$ cat config.mk
export PLATFORM = sky130hd
export DESIGN_NAME = etb_divider
export DESIGN_NICKNAME = d
export VERILOG_FILES = /design/src/hw/rtl/etb_pkg.sv /design/src/hw/rtl/etb_divider.sv
export SDC_FILE = /design/constraint.sdc
export NUM_CORES = 1
export LEC_CHECK = 0
export BUFFER_PORTS_ARGS = -buffer_cell sky130_fd_sc_hd__buf_2
export CAP_MARGIN = 20
export CORE_ASPECT_RATIO = 0.7
export CORE_MARGIN = 2
export CORE_UTILIZATION = 35
export CTS_BUF_LIST = sky130_fd_sc_hd__clkbuf_16
export DETAILED_ROUTE_END_ITERATION = 8
export PLACE_DENSITY = 0.61
export SETUP_SLACK_MARGIN = 0.05
export SYNTH_ARGS = -nofsm -noshare
export SYNTH_HDL_FRONTEND = slang
export SYNTH_SLANG_ARGS = --single-unit
$ cat constraint.sdc
create_clock -name clk_i -period 2.2 [get_ports clk_i]
set_input_delay 0.33 -clock clk_i [delete_from_list [all_inputs] [get_ports clk_i]]
set_output_delay 0.33 -clock clk_i [all_outputs]
set_load 0.01 [all_outputs]
$ cat src/hw/rtl/etb_pkg.sv
// ----------------------------------------------------------------------------
// etb_pkg
// Shared widths, codes and types of the event trajectory time binner.
// ----------------------------------------------------------------------------
`default_nettype none

package etb_pkg;

  localparam int unsigned MAX_BINS_DEF = 1024;

  localparam int unsigned TIME_W     = 32;
  localparam int unsigned CNT_IN_W   = 20;
  localparam int unsigned WIDTH_W    = 16;
  localparam int unsigned COUNT_W    = 11;
  localparam int unsigned SUM_W      = 32;
  localparam int unsigned DROP_W     = 16;
  localparam int unsigned BIN_W      = 10;
  localparam int unsigned START_W    = 26;
  localparam int unsigned STEP_W     = $clog2(TIME_W);

  localparam int unsigned IN_DATA_W  = 96;
  localparam int unsigned OUT_DATA_W = 152;
  localparam int unsigned CFG_ADDR_W = 1;
  localparam int unsigned CFG_DATA_W = 16;

  localparam logic [COUNT_W-1:0] BIN_COUNT_RST = COUNT_W'(1024);
  localparam logic [WIDTH_W-1:0] BIN_WIDTH_RST = WIDTH_W'(1);

  typedef enum logic [0:0] {
    OP_SAMPLE  = 1'b0,
    OP_READOUT = 1'b1
  } op_e;

  typedef enum logic [CFG_ADDR_W-1:0] {
    CFG_BIN_WIDTH = 1'b0,
    CFG_BIN_COUNT = 1'b1
  } cfg_reg_e;

  typedef enum logic [2:0] {
    ST_CLEAR,
    ST_IDLE,
    ST_DIV,
    ST_ACC,
    ST_READ
  } state_e;

  // three species values, first species in the low bits
  typedef struct packed {
    logic [SUM_W-1:0] c;
    logic [SUM_W-1:0] b;
    logic [SUM_W-1:0] a;
  } tri_t;

endpackage

`default_nettype wire

$ cat src/hw/rtl/etb_divider.sv
// ----------------------------------------------------------------------------
// etb_divider
// Restoring divider, one quotient bit per cycle: event time over bin width.
// ----------------------------------------------------------------------------
`default_nettype none

module etb_divider
  import etb_pkg::*;
(
  input  wire logic               clk_i,
  input  wire logic               rst_ni,
  input  wire logic               start_i,
  input  wire logic [TIME_W-1:0]  dividend_i,
  input  wire logic [WIDTH_W-1:0] divisor_i,
  output logic                    done_o,
  output logic [TIME_W-1:0]       quotient_o
);

  logic [TIME_W-1:0]  quo_q, quo_d;
  logic [WIDTH_W-1:0] rem_q, rem_d;
  logic [STEP_W-1:0]  step_q, step_d;
  logic               busy_q, busy_d;
  logic               done_q, done_d;

  logic [WIDTH_W:0]   trial;
  logic [WIDTH_W:0]   diff;
  logic               fits;

  assign trial = {rem_q, quo_q[TIME_W-1]};
  assign diff  = trial - {1'b0, divisor_i};
  assign fits  = (trial >= {1'b0, divisor_i});

  always_comb begin
    quo_d  = quo_q;
    rem_d  = rem_q;
    step_d = step_q;
    busy_d = busy_q;
    done_d = 1'b0;
    if (start_i) begin
      quo_d  = dividend_i;
      rem_d  = '0;
      step_d = '0;
      busy_d = 1'b1;
    end else if (busy_q) begin
      quo_d  = {quo_q[TIME_W-2:0], fits};
      rem_d  = fits ? diff[WIDTH_W-1:0] : trial[WIDTH_W-1:0];
      step_d = step_q + STEP_W'(1);
      if (step_q == STEP_W'(TIME_W - 1)) begin
        busy_d = 1'b0;
        done_d = 1'b1;
      end
    end
  end

  always_ff @(posedge clk_i or negedge rst_ni) begin
    if (!rst_ni) begin
      busy_q <= 1'b0;
      done_q <= 1'b0;
      step_q <= '0;
    end else begin
      busy_q <= busy_d;
      done_q <= done_d;
      step_q <= step_d;
    end
  end

  always_ff @(posedge clk_i) begin
    quo_q <= quo_d;
    rem_q <= rem_d;
  end

  assign done_o     = done_q;
  assign quotient_o = quo_q;

endmodule

`default_nettype wire
==> impl_results.rst <==
.. list-table::
   :header-rows: 1

   * - Metric
     - Value
   * - Power, Total
     - 2.59 mW
   * - Worst-margin pin slew
     - 0.453 ns
   * - Via density per instance
     - 4.88
   * - Result of the run
     - complete, but fails checks
   * - Most frequent cells in the layout
     - sky130_fd_sc_hd__buf_2, sky130_fd_sc_hd__buf_4, sky130_fd_sc_hd__edfxtp_1
   * - Placer Congestion
     - 0.873
   * - Class of the tightest hold or removal check
     - in -> reg
   * - Maximum clock skew at final layout
     - 0.00408 ns
   * - Total routing resource utilization after global routing
     - 16.9%
   * - Wirelength per Cell
     - 15.0 µm
   * - Pin count of the biggest net entering global routing
     - 35
   * - Final Cycle Share
     - 104%
   * - Min Tclk post-route
     - 2.29 ns
   * - Wire length of the first global-routing pass
     - 14.2 mm
   * - Total detailed-routing wirelength
     - 9.02 mm
   * - Launching point of the worst reg2reg path
     - rem_q[3]
   * - Area grow syn2layout
     - 44.6%
   * - Number of buffers inserted during clock tree synthesis
     - 5
   * - Critical path class
     - reg -> reg
   * - Fraction of the yosys area taken by sequential cells
     - 42.7%
   * - Number of H-tree levels
     - 2
   * - Met1 WL
     - 4.36 mm
   * - Number of global-route vias before repair
     - 2,848
   * - Power share of the sequential group
     - 46.7%
   * - Number of antenna violations at the first check in global routing
     - 0
   * - Int Power
     - 1.97 mW
   * - Clock latency of the later-clocked register in the worst-skew pair
     - 0.28 ns
   * - CP max FO
     - 6
   * - Minimum setup slack in the final design
     - -0.0929 ns
   * - Length in cells of the worst reg-to-reg path
     - 9
   * - Number of filler cells placed in the layout
     - 882
   * - Warnings from Yosys
     - 0
   * - Number of distinct library cell variants in the gate-level netlist after synthesis
     - 64
   * - Total met3 wirelength after detailed routing
     - 325 µm
   * - Power per cell area
     - 524 nW/µm²
   * - Final global-route overflow total
     - 0
   * - Arrival time of data at the critical path endpoint
     - 2.52 ns
   * - Starting DRT DRC Count
     - 144
   * - Fraction of power consumed by combinational cells
     - 19.3%
   * - Number of inserted diodes
     - 0
   * - Minimum setup slack after placement
     - -0.308 ns
   * - Total instance count after detailed placement
     - 584
   * - Post-Synthesis Cell Area
     - 3410 µm²
   * - Clock root buffer master
     - sky130_fd_sc_hd__clkbuf_16
   * - Most common cell after layout, fill and taps aside
     - sky130_fd_sc_hd__buf_2
   * - HP Start
     - dividend_i[0]
   * - Worst-case register-to-register setup slack
     - -0.09 ns
   * - Area occupied by multi-input gates
     - 2020 µm²
   * - Clock Path Buffers
     - 2
   * - Highest Signal Layer
     - met4
   * - Sink count of the clock tree
     - 55
   * - Final Max Tran Viols
     - 0
   * - Final Hold Viols
     - 0
   * - Count of endpoints failing setup in the final report
     - 11
   * - Detailed-placement wirelength estimate
     - 6.98 mm
   * - Syn Nets
     - 393
   * - Remaining number of nets flagged by the antenna check after routing
     - 0
   * - Clock transition at the registers of the reported paths
     - 0.07 ns
   * - Ports placed on the boundary
     - 84
   * - Violated checks
     - setup timing
   * - Final TNS setup
     - -0.637 ns
   * - Dominant synthesized flop cell
     - sky130_fd_sc_hd__edfxtp_1
   * - Clock tree from TritonCTS
     - yes
   * - Clock share of power
     - 34.0%
   * - Die span in y
     - 86.6 µm
   * - Post-layout instance count excluding filler cells
     - 602
   * - Post-Route Hold Slack
     - 0.325 ns
   * - Placeable core region
     - 9570 µm²
   * - Post-synth EDFFs
     - 32
   * - Cells after synthesis
     - 323
   * - End point of the most critical hold path
     - quotient_o[0]
   * - Switching Fraction
     - 23.9%
   * - Hold Crit Depth
     - 3
   * - Worst slew margin
     - 69.7%
   * - Number of DRC violations after detailed routing
     - 0
   * - Detailed-route via count
     - 2,940
   * - Share of synthesized registers carrying an async set or reset
     - 12.7%
   * - Fraction of layout cells with a size suffix above 1
     - 52.1%
   * - Average footprint of a synthesized cell
     - 10.6 µm²
   * - Number of placement rows
     - 30
   * - Total net switching power
     - 618 µW
   * - Number of nets in the final layout
     - 543
   * - End of the worst register-to-register path
     - rem_q[8]
   * - DR pass1 iterations
     - 4
   * - Critical Path Source
     - rem_q[3]
   * - Count of buffers inserted at the top-level ports
     - 83
   * - Number of max-capacitance violations reported
     - 0
   * - Effective utilization at floorplan
     - 35.7%
   * - Leakage
     - 2.17 nW
   * - Full die area
     - 10,600 µm²
   * - Horiz. Die Dim
     - 122 µm
   * - Post-synthesis register bit count
     - 55
   * - Total length of routed met2 wires
     - 4.26 mm
   * - Unrepaired setup endpoints after global routing
     - true
   * - Data required time at the worst endpoint
     - 2.42 ns
   * - Category of the worst setup path capture point
     - flip-flop
   * - Achievable frequency
     - 0.436 GHz
   * - IR drop worst, VDD
     - 0.345 mV
   * - Startpoint types
     - flip-flop
   * - FF/Latch Area
     - 1470 µm²
worst max path at each step:
stage / cells past startpoint / slack (ns) / end
finish: 9 / -0.09 / rem_q[8]
global route: 8 / -0.19 / rem_q[0]
CTS: 10 / -0.11 / rem_q[11]
detailed placement: 10 / -0.31 / rem_q[0]
global placement: 11 / -0.25 / rem_q[3]
floorplan: 9 / -0.07 / rem_q[5]
per-stage QoR:
step / area (µm²) / utilization, %
after floorplan: 3520 / -
after global placement: 4520 / 47.2
after detailed placement: 4520 / 47.2
after CTS: 4840 / 50.6
after global routing: 4930 / 51.6
final: 4930 / 51.6
synth_stat cells (4+ instances only):
| library cell | instances | area [µm²] |
|---|---|---|
| sky130_fd_sc_hd__a21o_1 | 4 | 30.0 |
| sky130_fd_sc_hd__buf_1 | 5 | 18.8 |
| sky130_fd_sc_hd__o21ai_0 | 15 | 75.1 |
| sky130_fd_sc_hd__nand2_1 | 19 | 71.3 |
| sky130_fd_sc_hd__inv_1 | 24 | 90.1 |
| sky130_fd_sc_hd__edfxtp_1 | 32 | 961 |
| sky130_fd_sc_hd__nand3_1 | 7 | 35.0 |
| sky130_fd_sc_hd__mux2_2 | 33 | 372 |
| sky130_fd_sc_hd__xnor2_1 | 5 | 43.8 |
| sky130_fd_sc_hd__nor3_1 | 4 | 20.0 |
| sky130_fd_sc_hd__nor2_1 | 23 | 86.3 |
| sky130_fd_sc_hd__xor2_1 | 8 | 70.1 |
| sky130_fd_sc_hd__buf_2 | 4 | 20.0 |
| sky130_fd_sc_hd__clkbuf_1 | 5 | 18.8 |
| sky130_fd_sc_hd__o211ai_1 | 4 | 30.0 |
| sky130_fd_sc_hd__a311o_1 | 4 | 40.0 |
| sky130_fd_sc_hd__dfxtp_1 | 16 | 320 |
| sky130_fd_sc_hd__a21oi_1 | 15 | 75.1 |
| sky130_fd_sc_hd__ha_1 | 18 | 225 |
| sky130_fd_sc_hd__dfrtp_1 | 7 | 175 |
timing repair:
item / CTS / global route
endpoints found under the setup margin: 17 / 17
endpoints found under the hold margin: 7 / 0
setup buffers: 7 / 3
hold buffers: 1 / 0
gates resized for setup: 22 / 17
pin swaps: 17 / 18
cell type report:
| class | instances | area share (%) |
|---|---|---|
| Tap cell | 128 | 3.25 |
| Sequential cell | 55 | 29.7 |
| Inverter | 24 | 1.83 |
| Timing Repair Buffer | 159 | 21.0 |
| Clock inverter | 3 | 0.837 |
| Multi-Input combinational cell | 228 | 40.8 |
| Clock buffer | 5 | 2.54 |
power by group through the flow:
stage | registers, mW | logic (mW) | clock network, mW
detailed placement | 1.23 | 0.457 | 0
global route | 1.22 | 0.544 | 0.940
global placement | 1.23 | 0.451 | 0
floorplan | 1.26 | 0.218 | 0
finish | 1.21 | 0.499 | 0.880
CTS | 1.21 | 0.485 | 0.901
critical path: stages, from the launching register on:
cell and delay, ns:
sky130_fd_sc_hd__dfxtp_4 0.36, sky130_fd_sc_hd__ha_4 0.27, sky130_fd_sc_hd__o211ai_1 0.12, sky130_fd_sc_hd__a21o_1 0.24, sky130_fd_sc_hd__a2111oi_4 0.35, sky130_fd_sc_hd__buf_4 0.19, sky130_fd_sc_hd__o31ai_4 0.11, sky130_fd_sc_hd__buf_4 0.16
sky130_fd_sc_hd__a311o_1 0.32, sky130_fd_sc_hd__a21oi_2 0.11
state kept, by name, indices dropped and copies added (netlist names):
register and cells:
quotient_o 32, busy_q 1, step_q 5, done_o 1
rem_q 16
logic make-up (layout without fill, tap and decap cells):
family	count (synthesis)	in the layout	synth area share (%)
AO/OA/AOI/OAI	78	78	17.3
XOR/XNOR	13	13	3.34
adder cells (fa/ha/maj)	19	19	7.18
buffers and inverters	40	191	5.24
flip-flops	55	55	42.7
multiplexers	37	37	12.2
AND/OR/NAND/NOR	81	81	12.1
metal layers:
layer / global-route usage, % / up-vias
met3: 2.24 / 11
met5: 0 / -
met2: 26.9 / 56
li1: - / 1493
met1: 24.7 / 1380
met4: 3.45 / 0
No activity file was read; power rests on OpenSTA's default activity.
